===== src/design/bpc_pkg.sv =====
// Package for the button press classifier: payload and config types,
// codes, phase enum and the action mapping. No dependencies.
package bpc_pkg;

  localparam int COUNT_WIDTH = 16;
  localparam int CFG_W       = 16;
  localparam int CMP_W       = (COUNT_WIDTH > CFG_W) ? COUNT_WIDTH : CFG_W;
  localparam int HELD_W      = 17;
  localparam int ADDR_W      = 4;

  localparam logic [COUNT_WIDTH-1:0] TC_MAX   = {COUNT_WIDTH{1'b1}};
  localparam logic [HELD_W-1:0]      HELD_MAX = {HELD_W{1'b1}};

  localparam logic OP_TICK  = 1'b0;
  localparam logic OP_START = 1'b1;

  localparam logic [1:0] BTN_REFRESH = 2'd0;
  localparam logic [1:0] BTN_PREV    = 2'd1;
  localparam logic [1:0] BTN_ACTION  = 2'd2;

  localparam logic [1:0] REG_DEBOUNCE = 2'd0;
  localparam logic [1:0] REG_REFRESH  = 2'd1;
  localparam logic [1:0] REG_ACTION   = 2'd2;
  localparam logic [1:0] REG_TIMEOUT  = 2'd3;

  localparam logic [CFG_W-1:0] DEBOUNCE_RST = 16'd30;
  localparam logic [CFG_W-1:0] REFRESH_RST  = 16'd3000;
  localparam logic [CFG_W-1:0] ACTION_RST   = 16'd1500;
  localparam logic [CFG_W-1:0] TIMEOUT_RST  = 16'd5000;

  typedef enum logic [1:0] {
    PH_IDLE     = 2'd0,
    PH_DEBOUNCE = 2'd1,
    PH_HOLD     = 2'd2,
    PH_RELEASE  = 2'd3
  } phase_t;

  typedef enum logic [2:0] {
    ACT_NONE    = 3'd0,
    ACT_REFRESH = 3'd1,
    ACT_SERVICE = 3'd2,
    ACT_PREV    = 3'd3,
    ACT_NEXT    = 3'd4,
    ACT_SEND_QC = 3'd5
  } action_t;

  typedef struct packed {
    logic       op;
    logic [2:0] start_mask;
    logic [2:0] pressed;
  } in_item_t;

  typedef struct packed {
    logic [2:0]        action;
    logic              ambiguous;
    logic              released;
    logic [HELD_W-1:0] held_ms;
    logic [2:0]        wake_mask;
  } out_item_t;

  typedef struct packed {
    logic [CFG_W-1:0] debounce_ms;
    logic [CFG_W-1:0] refresh_long_ms;
    logic [CFG_W-1:0] action_long_ms;
    logic [CFG_W-1:0] release_timeout_ms;
  } cfg_t;

  function automatic action_t map_action(input logic [1:0] idx, input logic lng);
    action_t a;
    case (idx)
      BTN_REFRESH: a = lng ? ACT_SERVICE : ACT_REFRESH;
      BTN_PREV:    a = ACT_PREV;
      default:     a = lng ? ACT_SEND_QC : ACT_NEXT;
    endcase
    return a;
  endfunction

endpackage


===== src/design/bpc_core.sv =====
// Capture state machine: each transaction taken on step updates the registered state.
// Depends on bpc_pkg.
module bpc_core import bpc_pkg::*; (
  input  logic      clk,
  input  logic      rst,
  input  logic      step,
  input  in_item_t  item,
  input  cfg_t      cfg,
  output logic      emit,
  output out_item_t result
);

  typedef enum logic [2:0] {
    EMIT_NONE    = 3'd0,
    EMIT_EMPTY   = 3'd1,
    EMIT_AMBIG   = 3'd2,
    EMIT_NOPRESS = 3'd3,
    EMIT_FINAL   = 3'd4
  } emit_t;

  phase_t                 phase, phase_next;
  logic [1:0]             button_index, button_index_next;
  logic [COUNT_WIDTH-1:0] tick_count, tick_count_next;
  logic                   long_flag, long_flag_next;
  logic [HELD_W-1:0]      held_total, held_total_next;
  action_t                chosen_action, chosen_action_next;
  logic [2:0]             mask_copy, mask_copy_next;
  emit_t                  kind;
  logic                   lvl;

  always_comb begin
    logic [CFG_W-1:0] thr;
    logic [CMP_W:0]   sum;
    phase_next         = phase;
    button_index_next  = button_index;
    tick_count_next    = tick_count;
    long_flag_next     = long_flag;
    held_total_next    = held_total;
    chosen_action_next = chosen_action;
    mask_copy_next     = mask_copy;
    kind               = EMIT_NONE;
    thr                = '0;
    sum                = '0;

    if (item.op == OP_START) begin
      mask_copy_next = item.start_mask;
      phase_next     = PH_IDLE;
      if (item.start_mask == 3'd0) begin
        kind = EMIT_EMPTY;
      end else if ((item.start_mask & (item.start_mask - 3'd1)) != 3'd0) begin
        kind = EMIT_AMBIG;
      end else begin
        button_index_next  = item.start_mask[0] ? BTN_REFRESH :
                             item.start_mask[1] ? BTN_PREV : BTN_ACTION;
        tick_count_next    = '0;
        long_flag_next     = 1'b0;
        held_total_next    = '0;
        chosen_action_next = ACT_NONE;
        phase_next         = PH_DEBOUNCE;
      end
    end else if (phase != PH_IDLE) begin
      if (tick_count != TC_MAX) tick_count_next = tick_count + COUNT_WIDTH'(1);
    end

    case (button_index_next)
      BTN_REFRESH: lvl = item.pressed[0];
      BTN_PREV:    lvl = item.pressed[1];
      default:     lvl = item.pressed[2];
    endcase

    if (phase_next == PH_DEBOUNCE &&
        CMP_W'(tick_count_next) >= CMP_W'(cfg.debounce_ms)) begin
      if (!lvl) begin
        kind       = EMIT_NOPRESS;
        phase_next = PH_IDLE;
      end else begin
        phase_next      = PH_HOLD;
        tick_count_next = '0;
        long_flag_next  = 1'b0;
      end
    end

    if (phase_next == PH_HOLD) begin
      thr = (button_index_next == BTN_REFRESH) ? cfg.refresh_long_ms : cfg.action_long_ms;
      if (button_index_next == BTN_PREV || !lvl ||
          CMP_W'(tick_count_next) >= CMP_W'(thr)) begin
        long_flag_next     = (button_index_next != BTN_PREV) && lvl;
        sum                = (CMP_W+1)'(tick_count_next) + (CMP_W+1)'(cfg.debounce_ms);
        held_total_next    = (sum > (CMP_W+1)'(HELD_MAX)) ? HELD_MAX : sum[HELD_W-1:0];
        chosen_action_next = map_action(button_index_next, long_flag_next);
        phase_next         = PH_RELEASE;
        tick_count_next    = '0;
      end
    end

    if (phase_next == PH_RELEASE &&
        (!lvl || CMP_W'(tick_count_next) >= CMP_W'(cfg.release_timeout_ms))) begin
      kind       = EMIT_FINAL;
      phase_next = PH_IDLE;
    end
  end

  always_comb begin
    result = '0;
    emit   = step && (kind != EMIT_NONE);
    unique case (kind)
      EMIT_NONE, EMIT_EMPTY: begin
        result = '0;
      end
      EMIT_AMBIG: begin
        result.ambiguous = 1'b1;
        result.wake_mask = mask_copy_next;
      end
      EMIT_NOPRESS: begin
        result.wake_mask = mask_copy_next;
      end
      EMIT_FINAL: begin
        result.released  = !lvl;
        result.action    = lvl ? ACT_NONE : chosen_action_next;
        result.held_ms   = held_total_next;
        result.wake_mask = mask_copy_next;
      end
      default: begin
        result = '0;
      end
    endcase
  end

  always_ff @(posedge clk) begin
    if (rst) begin
      phase         <= PH_IDLE;
      button_index  <= BTN_REFRESH;
      tick_count    <= '0;
      long_flag     <= 1'b0;
      held_total    <= '0;
      chosen_action <= ACT_NONE;
      mask_copy     <= '0;
    end else if (step) begin
      phase         <= phase_next;
      button_index  <= button_index_next;
      tick_count    <= tick_count_next;
      long_flag     <= long_flag_next;
      held_total    <= held_total_next;
      chosen_action <= chosen_action_next;
      mask_copy     <= mask_copy_next;
    end
  end

endmodule


===== src/design/button_press_classifier.sv =====
// Top level of the button press classifier: APB registers, input and
// result registers around bpc_core. Depends on bpc_pkg and bpc_core.
//
// Usage:
//  - in channel (in_valid/in_ready/in_data): one transaction per ms tick
//    (op = 0) or per capture start (op = 1) with the trigger mask.
//  - out channel (out_valid/out_ready/out_data): zero or one result per
//    input transaction, in order.
//  - APB port sets debounce, long-press thresholds and release timeout at
//    byte addresses 0, 4, 8, 12; write only while no capture is running.
//  - Throughput: one transaction per cycle while the output does not stall,
//    as the state update in bpc_core feeds itself.
//  - An accepted input passes the input register, then the state update
//    in bpc_core into the result register.
//  - Reset clears the capture state, drops held transactions and restores
//    the register defaults.
//  - When out_ready is low a result stays in the result register; one
//    more input transaction is held in the input register, then in_ready
//    drops until the result is taken.
module button_press_classifier import bpc_pkg::*; (
  input  logic              clk,
  input  logic              rst,
  input  logic              in_valid,
  output logic              in_ready,
  input  in_item_t          in_data,
  output logic              out_valid,
  input  logic              out_ready,
  output out_item_t         out_data,
  input  logic              psel,
  input  logic              penable,
  input  logic              pwrite,
  input  logic [ADDR_W-1:0] paddr,
  input  logic [31:0]       pwdata,
  output logic [31:0]       prdata,
  output logic              pready
);

  cfg_t      cfg;
  logic      in_held;
  in_item_t  in_reg;
  logic      step;
  logic      emit;
  out_item_t result;

  assign pready = 1'b1;

  always_ff @(posedge clk) begin
    if (rst) begin
      cfg.debounce_ms        <= DEBOUNCE_RST;
      cfg.refresh_long_ms    <= REFRESH_RST;
      cfg.action_long_ms     <= ACTION_RST;
      cfg.release_timeout_ms <= TIMEOUT_RST;
    end else if (psel && penable && pwrite && pready) begin
      unique case (paddr[3:2])
        REG_DEBOUNCE: cfg.debounce_ms        <= pwdata[CFG_W-1:0];
        REG_REFRESH:  cfg.refresh_long_ms    <= pwdata[CFG_W-1:0];
        REG_ACTION:   cfg.action_long_ms     <= pwdata[CFG_W-1:0];
        REG_TIMEOUT:  cfg.release_timeout_ms <= pwdata[CFG_W-1:0];
        default:      cfg.debounce_ms        <= cfg.debounce_ms;
      endcase
    end
  end

  always_comb begin
    unique case (paddr[3:2])
      REG_DEBOUNCE: prdata = 32'(cfg.debounce_ms);
      REG_REFRESH:  prdata = 32'(cfg.refresh_long_ms);
      REG_ACTION:   prdata = 32'(cfg.action_long_ms);
      REG_TIMEOUT:  prdata = 32'(cfg.release_timeout_ms);
      default:      prdata = '0;
    endcase
  end

  assign step     = in_held && (!out_valid || out_ready);
  assign in_ready = !in_held || step;

  always_ff @(posedge clk) begin
    if (rst) begin
      in_held <= 1'b0;
    end else if (in_ready) begin
      in_held <= in_valid;
    end
  end

  always_ff @(posedge clk) begin
    if (in_valid && in_ready) in_reg <= in_data;
  end

  bpc_core u_core (
    .clk    (clk),
    .rst    (rst),
    .step   (step),
    .item   (in_reg),
    .cfg    (cfg),
    .emit   (emit),
    .result (result)
  );

  always_ff @(posedge clk) begin
    if (rst) begin
      out_valid <= 1'b0;
    end else if (emit) begin
      out_valid <= 1'b1;
    end else if (out_ready) begin
      out_valid <= 1'b0;
    end
  end

  always_ff @(posedge clk) begin
    if (emit) out_data <= result;
  end

endmodule


===== config.mk =====
export PLATFORM = sky130hd
export DESIGN_NAME = button_press_classifier
export DESIGN_NICKNAME = d
export VERILOG_FILES = /design/src/design/bpc_pkg.sv /design/src/design/bpc_core.sv /design/src/design/button_press_classifier.sv
export SDC_FILE = /design/constraint.sdc
export NUM_CORES = 1
export LEC_CHECK = 0
export BUFFER_PORTS_ARGS = -buffer_cell sky130_fd_sc_hd__buf_4
export CAP_MARGIN = 20
export CORE_MARGIN = 2
export CORE_UTILIZATION = 45
export CTS_CLUSTER_DIAMETER = 40
export DETAILED_ROUTE_END_ITERATION = 6
export PLACE_DENSITY = 0.61
export SYNTH_ARGS = -nofsm -noshare
export SYNTH_HDL_FRONTEND = slang
export SYNTH_SLANG_ARGS = --single-unit

===== constraint.sdc =====
create_clock -name clk -period 13.66 [get_ports clk]
set_input_delay 3.415 -clock clk [delete_from_list [all_inputs] [get_ports clk]]
set_output_delay 3.415 -clock clk [all_outputs]
set_load 0.02 [all_outputs]

Word-level counts from Yosys, hierarchy flattened. Index checks and enable logic that the tools add are counted. W data, S select, Z words.

Add/subtract/negate cells: 3. $lt $le $gt $ge: 4. Equality and inequality tests: 12. Mux-type cells: 49. Bitwise logic cells: 2. Reduce and logical (&&, ||, !) cells: 29.

Operator list (number): $mux W16 (10); $pmux W32 S4 (1); $mux W17 (6); $ge A16 B16 Y1 (3); $mux W3 (11); $mux W2 (14); $add A16 B16 Y17 (1); $gt A17 B17 Y1 const B (1); $add A16 B1 Y16 const B (1); $ne A16 B16 Y1 const B (1); $eq A2 B2 Y1 const B (4); $logic_and A1 B1 Y1 (8); $reduce_and A2 Y1 (4); $eq A2 B1 Y1 const B (3); $eq A3 B2 Y1 const B (2); $pmux W3 S2 (1); $reduce_bool A3 Y1 (2); $logic_or A1 B1 Y1 (5); $mux W1 (5); $logic_not A2 Y1 (2); $reduce_bool A2 Y1 (2); $and A3 B3 Y3 (1); $eq A3 B3 Y1 const B (1); $logic_not A1 Y1 (3); 7 further kinds (7).

Register bits: 141. Input port bits: 50. Output and inout port bits: 60. Word-level logic and storage cells: 119.

Logic depth before layout (Yosys ltp). Gate-level depths: netlist of the first run.

Word-level depth: 21. Depth in mapped cells: 36. Mapped depth without buffers: 33.

Hierarchy. Synthesis of the first run repeated with hierarchy kept, for this count alone.

Cell total of the unflattened synthesis: 1014. Area total of the unflattened synthesis: 9088.7 um^2.

By module, submodules not included: bpc_core (instances 1, cells an instance 677, area each 4956.0 um^2, seq. area each 860.8 um^2); button_press_classifier (instances 1, cells an instance 337, area each 4132.7 um^2, seq. area each 2282.2 um^2).

Worst setup path before layout of the first run. Ideal clock, no wire load.

Kind: input to output. From: input paddr[2]. To: output prdata[0]. Data arrival time: 5.044 ns. Data required time: 10.245 ns. Setup slack: 5.201 ns. Cell stages on the path: 3. Buffers on the path: 2. Cells stage by stage: buf_1 -> buf_1 -> mux4_2.

Longest elaborated chain between the ends: 2. Elaborated cells on any way between the ends: 5. Those cells by class: eq/ne: 3; mux: 1; reduce/logical: 1.

RTL lines: start, declared (RTL line button_press_classifier.sv:32) `input logic [ADDR_W-1:0] paddr,`; $eq A2 B2 Y1 (tied with other cells) (RTL line button_press_classifier.sv:65) `unique case (paddr[3:2])`; $pmux W32 S4 (*) (RTL line button_press_classifier.sv:65); end, declared (RTL line button_press_classifier.sv:34) `output logic [31:0] prdata,`.

Mark *: on every way between the ends. The rest lies on a longest branch, timed or not. The select of a mux whose other input is x is not followed.

Worst setup path in the final report of the first run.
From: register u_core.tick_count[5]. To: register out_data[11] (netlist name), enable pin.

Longest elaborated chain between the ends: 17. Elaborated cells on any way between the ends: 27. Those cells by class: add/sub: 1; order compare: 3; eq/ne: 3; mux: 14; reduce/logical: 6.

RTL lines: start, declared (RTL line bpc_core.sv:23) `logic [COUNT_WIDTH-1:0] tick_count, tick_count_next;`; start signal, assigned (RTL line bpc_core.sv:141) `tick_count <= tick_count_next;`; $add A16 B1 Y16 / $ne A16 B16 Y1 (equally long branches) (RTL line bpc_core.sv:62) `if (tick_count != TC_MAX) tick_count_next = tick_count + COUNT_WIDTH'(1);`; $mux W16 (RTL line bpc_core.sv:62); $mux W16 (RTL line bpc_core.sv:61) `end else if (phase != PH_IDLE) begin`; $mux W16 (*) (RTL line bpc_core.sv:45) `if (item.op == OP_START) begin`; $ge A16 B16 Y1 (RTL line bpc_core.sv:72) `CMP_W'(tick_count_next) >= CMP_W'(cfg.debounce_ms)) begin`; $logic_and A1 B1 Y1 (RTL line bpc_core.sv:71) `if (phase_next == PH_DEBOUNCE &&`; $mux W16 (RTL line bpc_core.sv:71); $ge A16 B16 Y1 (RTL line bpc_core.sv:86) `CMP_W'(tick_count_next) >= CMP_W'(thr)) begin`; [3 not listed]; named net u_core.tick_count_next[2] (RTL line bpc_core.sv:23); $ge A16 B16 Y1 (*) (RTL line bpc_core.sv:97) `(!lvl || CMP_W'(tick_count_next) >= CMP_W'(cfg.release_timeout_ms))) begin`; $logic_or A1 B1 Y1 (*) (RTL line bpc_core.sv:97); $logic_and A1 B1 Y1 (*) (RTL line bpc_core.sv:96) `if (phase_next == PH_RELEASE &&`; $mux W3 (*) (RTL line bpc_core.sv:96); $reduce_bool A3 Y1 (*) (RTL line bpc_core.sv:105) `emit = step && (kind != EMIT_NONE);`; $logic_and A1 B1 Y1 (*) (RTL line bpc_core.sv:105); named net emit (RTL line button_press_classifier.sv:42) `logic emit;`; end signal, assigned (RTL line button_press_classifier.sv:110) `if (emit) out_data <= result;`; end, declared (RTL line button_press_classifier.sv:28) `output out_item_t out_data,`.

The timed path passes the listed nets; every way through them passes the cells marked *. A chain may end at the register's enable or synchronous reset.

==> results of run 1 <==
critical path, delay by kind of cell, from the launching register on:
family,cells,cell delay (ps)
flops,1,410
simple gates,14,3210
compound gates,14,3040
fa+ha+maj,3,690
buf+inv,4,810
layer usage:
metal,GRT usage [%],vias up,wire (um)
li1,-,3668,-
met1,31.5,3421,11100
met2,33.6,189,10300
met3,3.58,33,1090
met4,7.62,0,431
met5,0,-,0
final cells by class:
type	count	area share [%]
timing repair buffer	84	6.18
tap	265	3.25
multi-input combinational	770	51.9
inverter	47	1.73
clock inverter	8	0.993
clock buffer	23	5.11
sequential	141	30.8
worst max path at each step:
stage,cells past startpoint,endpoint,from,slack [ps]
2_1_floorplan,3,prdata[0],paddr[2],5200
3_3_place_gp,33,out_data[6]$_SDFFCE_PP0P_,u_core.tick_count[5]$_SDFFE_PP0P_,5280
3_5_place_dp,33,out_data[6]$_SDFFCE_PP0P_,u_core.tick_count[6]$_SDFFE_PP0P_,5220
4_1_cts,33,out_data[11]$_SDFFCE_PP0P_,u_core.tick_count[6]$_SDFFE_PP0P_,5160
5_1_grt,33,out_data[11]$_SDFFCE_PP0P_,u_core.tick_count[0]$_SDFFE_PP0P_,4510
6_report,35,out_data[11]$_SDFFCE_PP0P_,u_core.tick_count[5]$_SDFFE_PP0P_,5130
cell families after synthesis:
| logic type | after synthesis | synth area share, % |
|---|---|---|
| and+or+nand+nor | 401 | 22.1 |
| AOI/OAI and AO/OA | 220 | 17.4 |
| DFF | 141 | 35.2 |
| buffers and inverters | 121 | 6.33 |
| adders and majority gates | 66 | 9.32 |
| muxes | 51 | 8.16 |
| xor gates and xnor gates | 15 | 1.47 |
| other | 2 | 0.0840 |
through the flow:
stage / total power, mW / std cells / instance area (um2) / setup WS [ps] / hold slack [ps]
finish: 1.03 / 1338 / 10200 / 5130 / 455
floorplan: 0.516 / 1032 / 9000 / 5200 / 436
detailed placement: 0.546 / 1307 / 9580 / 5220 / 446
CTS: 1.04 / 1338 / 10200 / 5160 / 454
global route: 1.06 / 1338 / 10200 / 4510 / 483
global placement: 0.545 / 1306 / 9570 / 5280 / 443
Yosys cell counts (all sizes together) (7+ instances only):
cell type	number
nor2b	9
ha	65
a21o	12
nor3b	16
o21ai	29
a31oi	13
nand3b	20
mux2i	20
mux2	15
nand4	9
nor3	10
nand2	176
nor2	54
inv	47
edfxtp	32
clkbuf	38
mux4	16
nand2b	28
o32ai	18
dfxtp	109
xnor2	7
and2	30
a31o	15
xor2	8
a211oi	7
a21oi	75
buf	36
o21a	9
nand3	30
power groups by stage:
stage,sequential [mW],clock (mW),combinational [mW]
final,0.439,0.492,0.0981
after global routing,0.440,0.515,0.106
after CTS,0.439,0.500,0.0978
after detailed placement,0.448,0,0.0974
after global placement,0.448,0,0.0970
after floorplan,0.448,0,0.0674
==> metrics.csv, run 1 <==
stage,metric,value,unit
power_and_ir_drop,clkPwrFrac,47.8,%
synthesis,syn_area_per_cell,8.79,um2
route,vias,7311,
min_path,hold_depth,2,
critical_path,rr_worst_depth,35,
timing,finalHoldViolations,0,
cells_and_area,largestRegisters,"cfg x64, out_data x25, u_core.held_total x17",
die,io_pins,110,
global_route,first_global_vias,6725,
cells_and_area,final_common_cell,nand2_1,
die,die_w,145,um
synthesis,synthArstFlopShare,0,%
placed_design,gp_congestion,0.865,
critical_path,regToRegSetupSlack,5130,ps
cells_and_area,drive_above_1_share,17.1,%
global_route,grt_max_degree,85,
route,wl,23000,um
critical_path,regToRegStartpoint,u_core.tick_count[5]$_SDFFE_PP0P_,
clock_tree,clockBufferDepth,2,
cells_and_area,seq_area,3140,um2
critical_path,startpoint_type,flop,
global_route,antenna_found_initial,0,
run,maxCapViolCount,0,
placed_design,portBuffers,74,
timing,period_needed,8530,ps
critical_path,arrival,8630,ps
critical_path,crit_type,reg -> reg,
timing,period_share,62.5,%
clock_tree,cts_sinks,141,
cells_and_area,largest_reg_flops,64,
die,die_y,145,um
synthesis,synth_top_area_share,24.4,%
power_and_ir_drop,p_sw_share,24.7,%
synthesis,netlist_top_cells_area,"dfxtp_1 (24%), edfxtp_1 (11%), ha_1 (9.1%)",
critical_path,cp.required,13760,ps
power_and_ir_drop,leakage,4.12,nW
power_and_ir_drop,p_comb_share,9.5,%
power_and_ir_drop,switching_power,0.254,mW
synthesis,yosysTopAreaCell,dfxtp_1,
global_route,track_usage,22.0,%
route,drtPass1Iterations,4,
die,fp-row-count,51,
cells_and_area,diodes,0,
synthesis,synthCells,1017,
route,route.detailed.drc,0,
placed_design,dpl.hpwl,16100,um
critical_path,endpoint_kind,flop,
critical_path,max_stage_delay,730,ps
synthesis,synthesis.area,8940,um2
cells_and_area,nNetsFinal,1177,
global_route,grt_pass1_wl,36700,um
timing,rsz0062_at_grt,false,
die,die_area,21000,um2
clock_tree,post-cts-setup-buffers,0,
power_and_ir_drop,power.internal,0.776,mW
cells_and_area,mostFrequentLayoutCells,"nand2_1 (175), dfxtp_1 (109), buf_4 (84)",
clock_tree,cts_max_level,4,
timing,slew_viol_final,0,
timing,fin_skew,9.06,ps
route,initialDrtViolationCount,336,
route,viasPerCell,5.46,
cells_and_area,nFillCells,1840,
timing,finalSetupViolations,0,
timing,fmax,117,MHz
clock_tree,cts_inserted_buffers,17,
route,drtAntennaViolNets,0,
die,initial_core_util,45.9,%
critical_path,timing.rr.end,out_data[11]$_SDFFCE_PP0P_,
global_route,overflow,0,
min_path,worstHoldEndpoint,u_core.mask_copy[2]$_SDFFE_PP0P_,
power_and_ir_drop,p_seq_share,42.6,%
timing,fin_tns_setup,0,ps
critical_path,slowest_stage,nor3_1,
synthesis,synth-edff-count,32,
critical_path,cp_common_cell,o21ai_0,
clock_tree,cts_root_buffer,clkbuf_16,
min_path,hp-start,u_core.mask_copy[2]$_SDFFE_PP0P_,
synthesis,synth_flop_cell,dfxtp_1,
die,core_area,19500,um2
clock_tree,cts_tree,done,
clock_tree,path_clk_slew,60,ps
power_and_ir_drop,cellPowerDensity,101,nW/um2
critical_path,path_max_fanout,25,
cells_and_area,syn_to_final_growth,14.1,%
synthesis,yosysSeqAreaShare,35.2,%
synthesis,yosysWarnings,0,
synthesis,ys_ff_latch,141,
timing,worst_pin_slew,906,ps
cells_and_area,multi_input_area,5300,um2
route,post_drt_wl_per_cell,17.2,um
status,status,"finished, final reports clean",
cells_and_area,top_register,cfg,
clock_tree,cts_hold_buf,0,
power_and_ir_drop,vdd_drop_max,0.0000845,V
synthesis,ys_types,70,
min_path,hp-class,reg -> reg,
cells_and_area,final_util,52.4,%
clock_tree,ctsResizeCount,0,
timing,slew_headroom,39.6,%
clock_tree,clock_latency,430,ps
(Power assumes the default switching activity.)
==> inputs of run 2 (changes only) <==
- PLACE_DENSITY: 0.61 -> 0.64
- clock period: 13.66 -> 7.5 ns (I/O delays scaled with it)
==> run 2 against run 1 <==
Clock skew shrank 1.6 ps. Global-route usage is 0.13 points higher. Register-to-register slack got worse by 4800 ps. Critical path depth unchanged. Critical endpoint is now out_data[5]$_SDFFCE_PP0P_. Via count rose by 4.6%. First-iteration DRC count grew 8.3%. Clock power is 72% higher. Hold slack worse by 2.4 ps. Setup slack worse by 4800 ps. Total power grew 78%. Wire length rose by 2.0%.
==> metrics.csv, run 2 (synthesized netlist as in run 1, its figures left out) <==
stage,metric,value,unit,change
placed_design,gp_congestion,0.896,,+3.6%
route,drtAntennaViolNets,0,,unchanged
min_path,hold_depth,2,,unchanged
critical_path,regToRegSetupSlack,360,ps,-4770 ps
cells_and_area,drive_above_1_share,22.9,%,+5.8 points
die,die_y,145,um,unchanged
global_route,first_global_vias,7111,,+5.7%
critical_path,critPathCapture,out_data[5]$_SDFFCE_PP0P_,,
route,route.detailed.drc,0,,unchanged
clock_tree,path_clk_slew,60,ps,about the same
power_and_ir_drop,cellPowerDensity,171,nW/um2,+69%
route,initialDrtViolationCount,364,,+8.3%
die,io_pins,110,,unchanged
critical_path,startpoint_type,flop,,
cells_and_area,nNetsFinal,1237,,+5.1%
status,status,"finished, final reports clean",,
global_route,track_usage,22.1,%,+0.13 points
timing,slew_viol_final,0,,unchanged
die,die_w,145,um,unchanged
die,initial_core_util,45.9,%,unchanged
timing,fin_skew,7.43,ps,-1.62 ps
critical_path,arrival,7320,ps,-1310 ps
global_route,grt_max_degree,85,,unchanged
cells_and_area,post-route-cell-area,10700,um2,+5.3%
clock_tree,cts_sinks,141,,unchanged
clock_tree,cts_tree,done,,
timing,slew_headroom,41.6,%,+2.0 points
route,drtPass1Iterations,7,,+3
clock_tree,clock_latency,420,ps,about the same
run,maxCapViolCount,0,,unchanged
timing,fmax,140,MHz,+19%
placed_design,detailed_place.area,10000,um2,+4.9%
die,core_area,19500,um2,unchanged
cells_and_area,diodes,0,,unchanged
global_route,overflow,0,,unchanged
route,vias,7648,,+4.6%
route,post_drt_wl_per_cell,16.8,um,-2.4%
critical_path,path_max_fanout,25,,unchanged
clock_tree,cts_root_buffer,clkbuf_16,,
global_route,grt_pass1_wl,37400,um,+1.8%
cells_and_area,syn_to_final_growth,20.2,%,
clock_tree,cts_inserted_buffers,17,,unchanged
min_path,hp-class,reg -> reg,,
timing,finalHoldViolations,0,,unchanged
cells_and_area,largestRegisters,"cfg x64, out_data x25, u_core.held_total x17",,
placed_design,dpl.hpwl,17000,um,+5.9%
timing,worst_pin_slew,876,ps,-30.2 ps
clock_tree,clockBufferDepth,2,,unchanged
power_and_ir_drop,leakage,4.45,nW,+8.0%
die,die_area,21000,um2,unchanged
power_and_ir_drop,vdd_drop_max,0.000142,V,+68%
clock_tree,cts_max_level,4,,unchanged
critical_path,cp.required,7680,ps,-6080 ps
timing,period_needed,7140,ps,-1390 ps
die,fp-row-count,51,,unchanged
cells_and_area,top_register,cfg,,
timing,period_share,95.2,%,+33 points
cells_and_area,mostFrequentLayoutCells,"nand2_1 (174), buf_4 (141), dfxtp_1 (109)",,
placed_design,portBuffers,74,,unchanged
timing,hold_slack,452,ps,-2.38 ps
critical_path,rr_worst_depth,35,,unchanged
critical_path,regToRegStartpoint,u_core.tick_count[8]$_SDFFE_PP0P_,,
critical_path,timing.rr.end,out_data[5]$_SDFFCE_PP0P_,,
critical_path,crit_type,reg -> reg,,
critical_path,max_stage_delay,380,ps,-350 ps
global_route,antenna_found_initial,0,,unchanged
critical_path,startpoint,u_core.tick_count[8]$_SDFFE_PP0P_,,
route,wl,23400,um,+2.0%
cells_and_area,largest_reg_flops,64,,unchanged
timing,finalSetupViolations,0,,unchanged
route,viasPerCell,5.47,,+0.12%
critical_path,endpoint_kind,flop,,
critical_path,slowest_stage,o31a_1,,
cells_and_area,final_common_cell,nand2_1,,
[run 2: cell types whose count changed in the layout (fill, tap and decap cells not counted), sizes merged]
| cell | delta |
|---|---|
| clkbuf | -2 |
| buf | +60 |
| clkinvlp | +2 |
[run 2: what timing repair did]
action,4_1_cts,5_1_grt
setup endpoints to repair,27,48
buffers inserted,0,2
resized for setup,1,22
hold buffers,0,0
pin swaps,0,8
[run 2: where the power goes]
group	switching, mW	leakage, nW	internal (mW)
Combinational	0.115	3.01	0.0741
Clock	0.331	0.284	0.516
Sequential	0.00968	1.16	0.789
Total	0.456	4.45	1.38
[run 2: layout make-up]
cell class | instances | area (um2)
flip-flops and latches | 141 | 3140
clock inverters | 10 | 114
clock buffers | 21 | 472
fillers | 1797 | 8720
multi-input cells | 770 | 5390
repair buffers | 144 | 1120
inverters | 47 | 176
well taps | 265 | 332
[run 2: critical path, delay by kind of cell, from the launching register on]
kind	cells	cell delay (ps)
DFF	1	370
AOI/OAI and AO/OA	17	3330
adders and majority gates	3	840
buffers and inverters	5	800
and+or+nand+nor	10	1540
[run 2: through the flow]
step           utilization [%]  total power, mW  std cells  setup WS, ps  TNS (ps)
3_3_place_gp              51.6            0.999       1364          91.7         0
5_1_grt                   55.2             1.90       1398         -19.6      -457
2_1_floorplan                -            0.939       1032           334         0
3_5_place_dp              51.6             1.00       1364          59.1         0
4_1_cts                   54.7             1.85       1395          39.9         0
6_report                  55.2             1.83       1398           357         0
[run 2: metal layers]
| layer | vias to the layer above | part of all wire [%] | track usage (%) |
|---|---|---|---|
| met1 | 3629 | 47 | 31.0 |
| met2 | 198 | 47 | 35.8 |
| met5 | - | 0 | 0 |
| met4 | 0 | 1.3 | 5.64 |
| li1 | 3798 | - | - |
| met3 | 23 | 5.4 | 3.24 |
[run 2: worst min path at each step]
| stage | start | endpoint |
|---|---|---|
| detailed placement | u_core.mask_copy[2]$_SDFFE_PP0P_ | u_core.mask_copy[2]$_SDFFE_PP0P_ |
| floorplan | u_core.mask_copy[0]$_SDFFE_PP0P_ | u_core.mask_copy[0]$_SDFFE_PP0P_ |
| finish | u_core.mask_copy[1]$_SDFFE_PP0P_ | u_core.mask_copy[1]$_SDFFE_PP0P_ |
| global placement | u_core.mask_copy[0]$_SDFFE_PP0P_ | u_core.mask_copy[0]$_SDFFE_PP0P_ |
| global route | cfg[15]$_SDFFE_PP0P_ | cfg[15]$_SDFFE_PP0P_ |
| CTS | u_core.mask_copy[2]$_SDFFE_PP0P_ | u_core.mask_copy[2]$_SDFFE_PP0P_ |
==> inputs of run 3 (changes only) <==
- PLACE_DENSITY: 0.64 -> 0.61
- clock period: 7.5 -> 8.7 ns (I/O delays scaled with it)
==> run 3 against run 2 <==
Combinational power down 17%. Setup slack better by 330 ps. Fmax down 11%. Flip-flop and latch count unchanged. Via count down 2.9%. Global-route usage up 0.38 points. Die area unchanged. Highest routed layer unchanged. Final area down 4.4%. Register-to-register slack better by 330 ps.
==> metrics.csv, run 3 (synthesized netlist as in run 1, its figures left out) <==
stage,metric,value,unit,change
status,status,"finished, final reports clean",,
run,maxCapViolCount,0,,unchanged
placed_design,portBuffers,74,,unchanged
power_and_ir_drop,power.internal,1.17,mW,-15%
global_route,overflow,0,,unchanged
clock_tree,cts_tree,done,,
placed_design,gp_congestion,0.863,,-3.7%
die,initial_core_util,45.9,%,unchanged
timing,setup_ws,689,ps,+332 ps
route,route.detailed.drc,0,,unchanged
global_route,antenna_found_initial,1,,+1
critical_path,slowest_stage,dfxtp_1,,
critical_path,startpoint_type,flop,,
route,wl,23300,um,-0.58%
critical_path,regToRegSetupSlack,690,ps,+330 ps
route,post_drt_wl_per_cell,17.2,um,+2.8%
timing,fin_skew,8.82,ps,+1.39 ps
route,vias,7428,,-2.9%
route,initialDrtViolationCount,389,,+6.9%
die,die_w,145,um,unchanged
clock_tree,cts_hold_buf,0,,unchanged
critical_path,max_stage_delay,420,ps,+40 ps
clock_tree,clockBufferDepth,2,,unchanged
clock_tree,path_clk_slew,60,ps,about the same
cells_and_area,largestRegisters,"cfg x64, out_data x25, u_core.held_total x17",,
clock_tree,ctsResizeCount,0,,-1
timing,worst_pin_slew,898,ps,+21.8 ps
timing,finalHoldViolations,0,,unchanged
cells_and_area,syn_to_final_growth,15.0,%,
critical_path,critPathTopFamily,compound AO/OA/AOI/OAI gates,,
power_and_ir_drop,p_sw_share,25.6,%,+0.72 points
global_route,grt_pass1_wl,38000,um,+1.6%
global_route,track_usage,22.5,%,+0.38 points
power_and_ir_drop,p_seq_share,44.0,%,+0.5 points
critical_path,cp_common_cell,a21o_1,,
cells_and_area,final_common_cell,nand2_1,,
clock_tree,cts_max_level,4,,unchanged
clock_tree,cts_inserted_buffers,17,,unchanged
clock_tree,clock_latency,430,ps,about the same
critical_path,path_max_fanout,20,,-20%
min_path,hp-class,reg -> reg,,
cells_and_area,nNetsFinal,1190,,-3.8%
critical_path,cp_num_buf_inv,2,,-3
power_and_ir_drop,cellPowerDensity,153,nW/um2,-11%
die,io_pins,110,,unchanged
timing,slew_headroom,40.1,%,-1.5 points
cells_and_area,largest_reg_flops,64,,unchanged
critical_path,cp.required,8860,ps,+1180 ps
placed_design,preCtsSetupSlack,772,ps,+713 ps
cells_and_area,top_register,cfg,,
power_and_ir_drop,switching_power,0.402,mW,-12%
global_route,grt_max_degree,85,,unchanged
power_and_ir_drop,vdd_drop_max,0.000136,V,-4.3%
power_and_ir_drop,leakage,4.16,nW,-6.6%
die,die_area,21000,um2,unchanged
clock_tree,cts_sinks,141,,unchanged
timing,fin_tns_setup,0,ps,unchanged
route,drtAntennaViolNets,0,,unchanged
timing,period_needed,8010,ps,+868 ps
clock_tree,post-cts-setup-buffers,0,,unchanged
timing,period_share,92.1,%,-3.2 points
die,core_area,19500,um2,unchanged
power_and_ir_drop,p_comb_share,10.0,%,-0.3 points
timing,slew_viol_final,0,,unchanged
critical_path,arrival,8170,ps,+850 ps
placed_design,dpl.hpwl,16600,um,-2.2%
cells_and_area,mostFrequentLayoutCells,"nand2_1 (175), dfxtp_1 (109), buf_4 (96)",,
die,fp-row-count,51,,unchanged
route,viasPerCell,5.49,,+0.43%
clock_tree,cts_root_buffer,clkbuf_16,,
global_route,first_global_vias,7109,,-0.028%
power_and_ir_drop,clkPwrFrac,46.1,%,about the same
timing,finalSetupViolations,0,,unchanged
cells_and_area,diodes,0,,unchanged
route,drtPass1Iterations,4,,-3
timing,fmax,125,MHz,-11%
critical_path,crit_type,reg -> reg,,
timing,rsz0062_at_grt,false,,
cells_and_area,drive_above_1_share,18.2,%,-4.6 points
critical_path,endpoint_kind,flop,,
die,die_y,145,um,unchanged
-- run 3: area by class of cell --
cell class	instances	area, um2
timing repair buffer	97	741
fill	1867	9180
clock inverter	11	105
tap	265	332
sequential	141	3140
inverter	47	176
multi-input combinational	770	5300
clock buffer	21	482
-- run 3: routing by layer --
layer / GRT usage, % / up-vias / share of wire [%] / wire [um]
met4: 5.79 / 0 / 1.2 / 279
met2: 35.9 / 180 / 46 / 10600
met5: 0 / - / 0 / 0
met1: 31.9 / 3522 / 48 / 11300
met3: 3.40 / 24 / 4.8 / 1120
li1: - / 3702 / - / -
-- run 3: worst min-delay path, delay by kind of cell (launching register included) --
family          cells  cell delay, ps
simple gates        1              50
compound gates      1              50
flops               1             310
-- run 3: through the flow --
step	utilization [%]	total power, mW	instances	area, um2	hold slack, ps
6_report	52.8	1.57	1352	10300	456
5_1_grt	52.8	1.62	1352	10300	489
4_1_cts	52.8	1.58	1351	10300	455
3_5_place_dp	49.8	0.859	1319	9680	446
3_3_place_gp	49.8	0.858	1319	9680	441
2_1_floorplan	-	0.809	1032	9000	436
-- run 3: worst paths after layout --
check	start	end	cells after the start
max reg2reg	u_core.tick_count[5]$_SDFFE_PP0P_	out_data[17]$_SDFFCE_PP0P_	33
max	u_core.tick_count[5]$_SDFFE_PP0P_	out_data[17]$_SDFFCE_PP0P_	33
min reg2reg	u_core.mask_copy[2]$_SDFFE_PP0P_	u_core.mask_copy[2]$_SDFFE_PP0P_	2
min	u_core.mask_copy[2]$_SDFFE_PP0P_	u_core.mask_copy[2]$_SDFFE_PP0P_	2
-- run 3: power groups by stage --
stage               clock network (mW)  logic [mW]  registers (mW)
global route                     0.762       0.169           0.691
finish                           0.723       0.156           0.690
CTS                              0.733       0.156           0.690
global placement                     0       0.154           0.704
detailed placement                   0       0.155           0.704
floorplan                            0       0.106           0.704
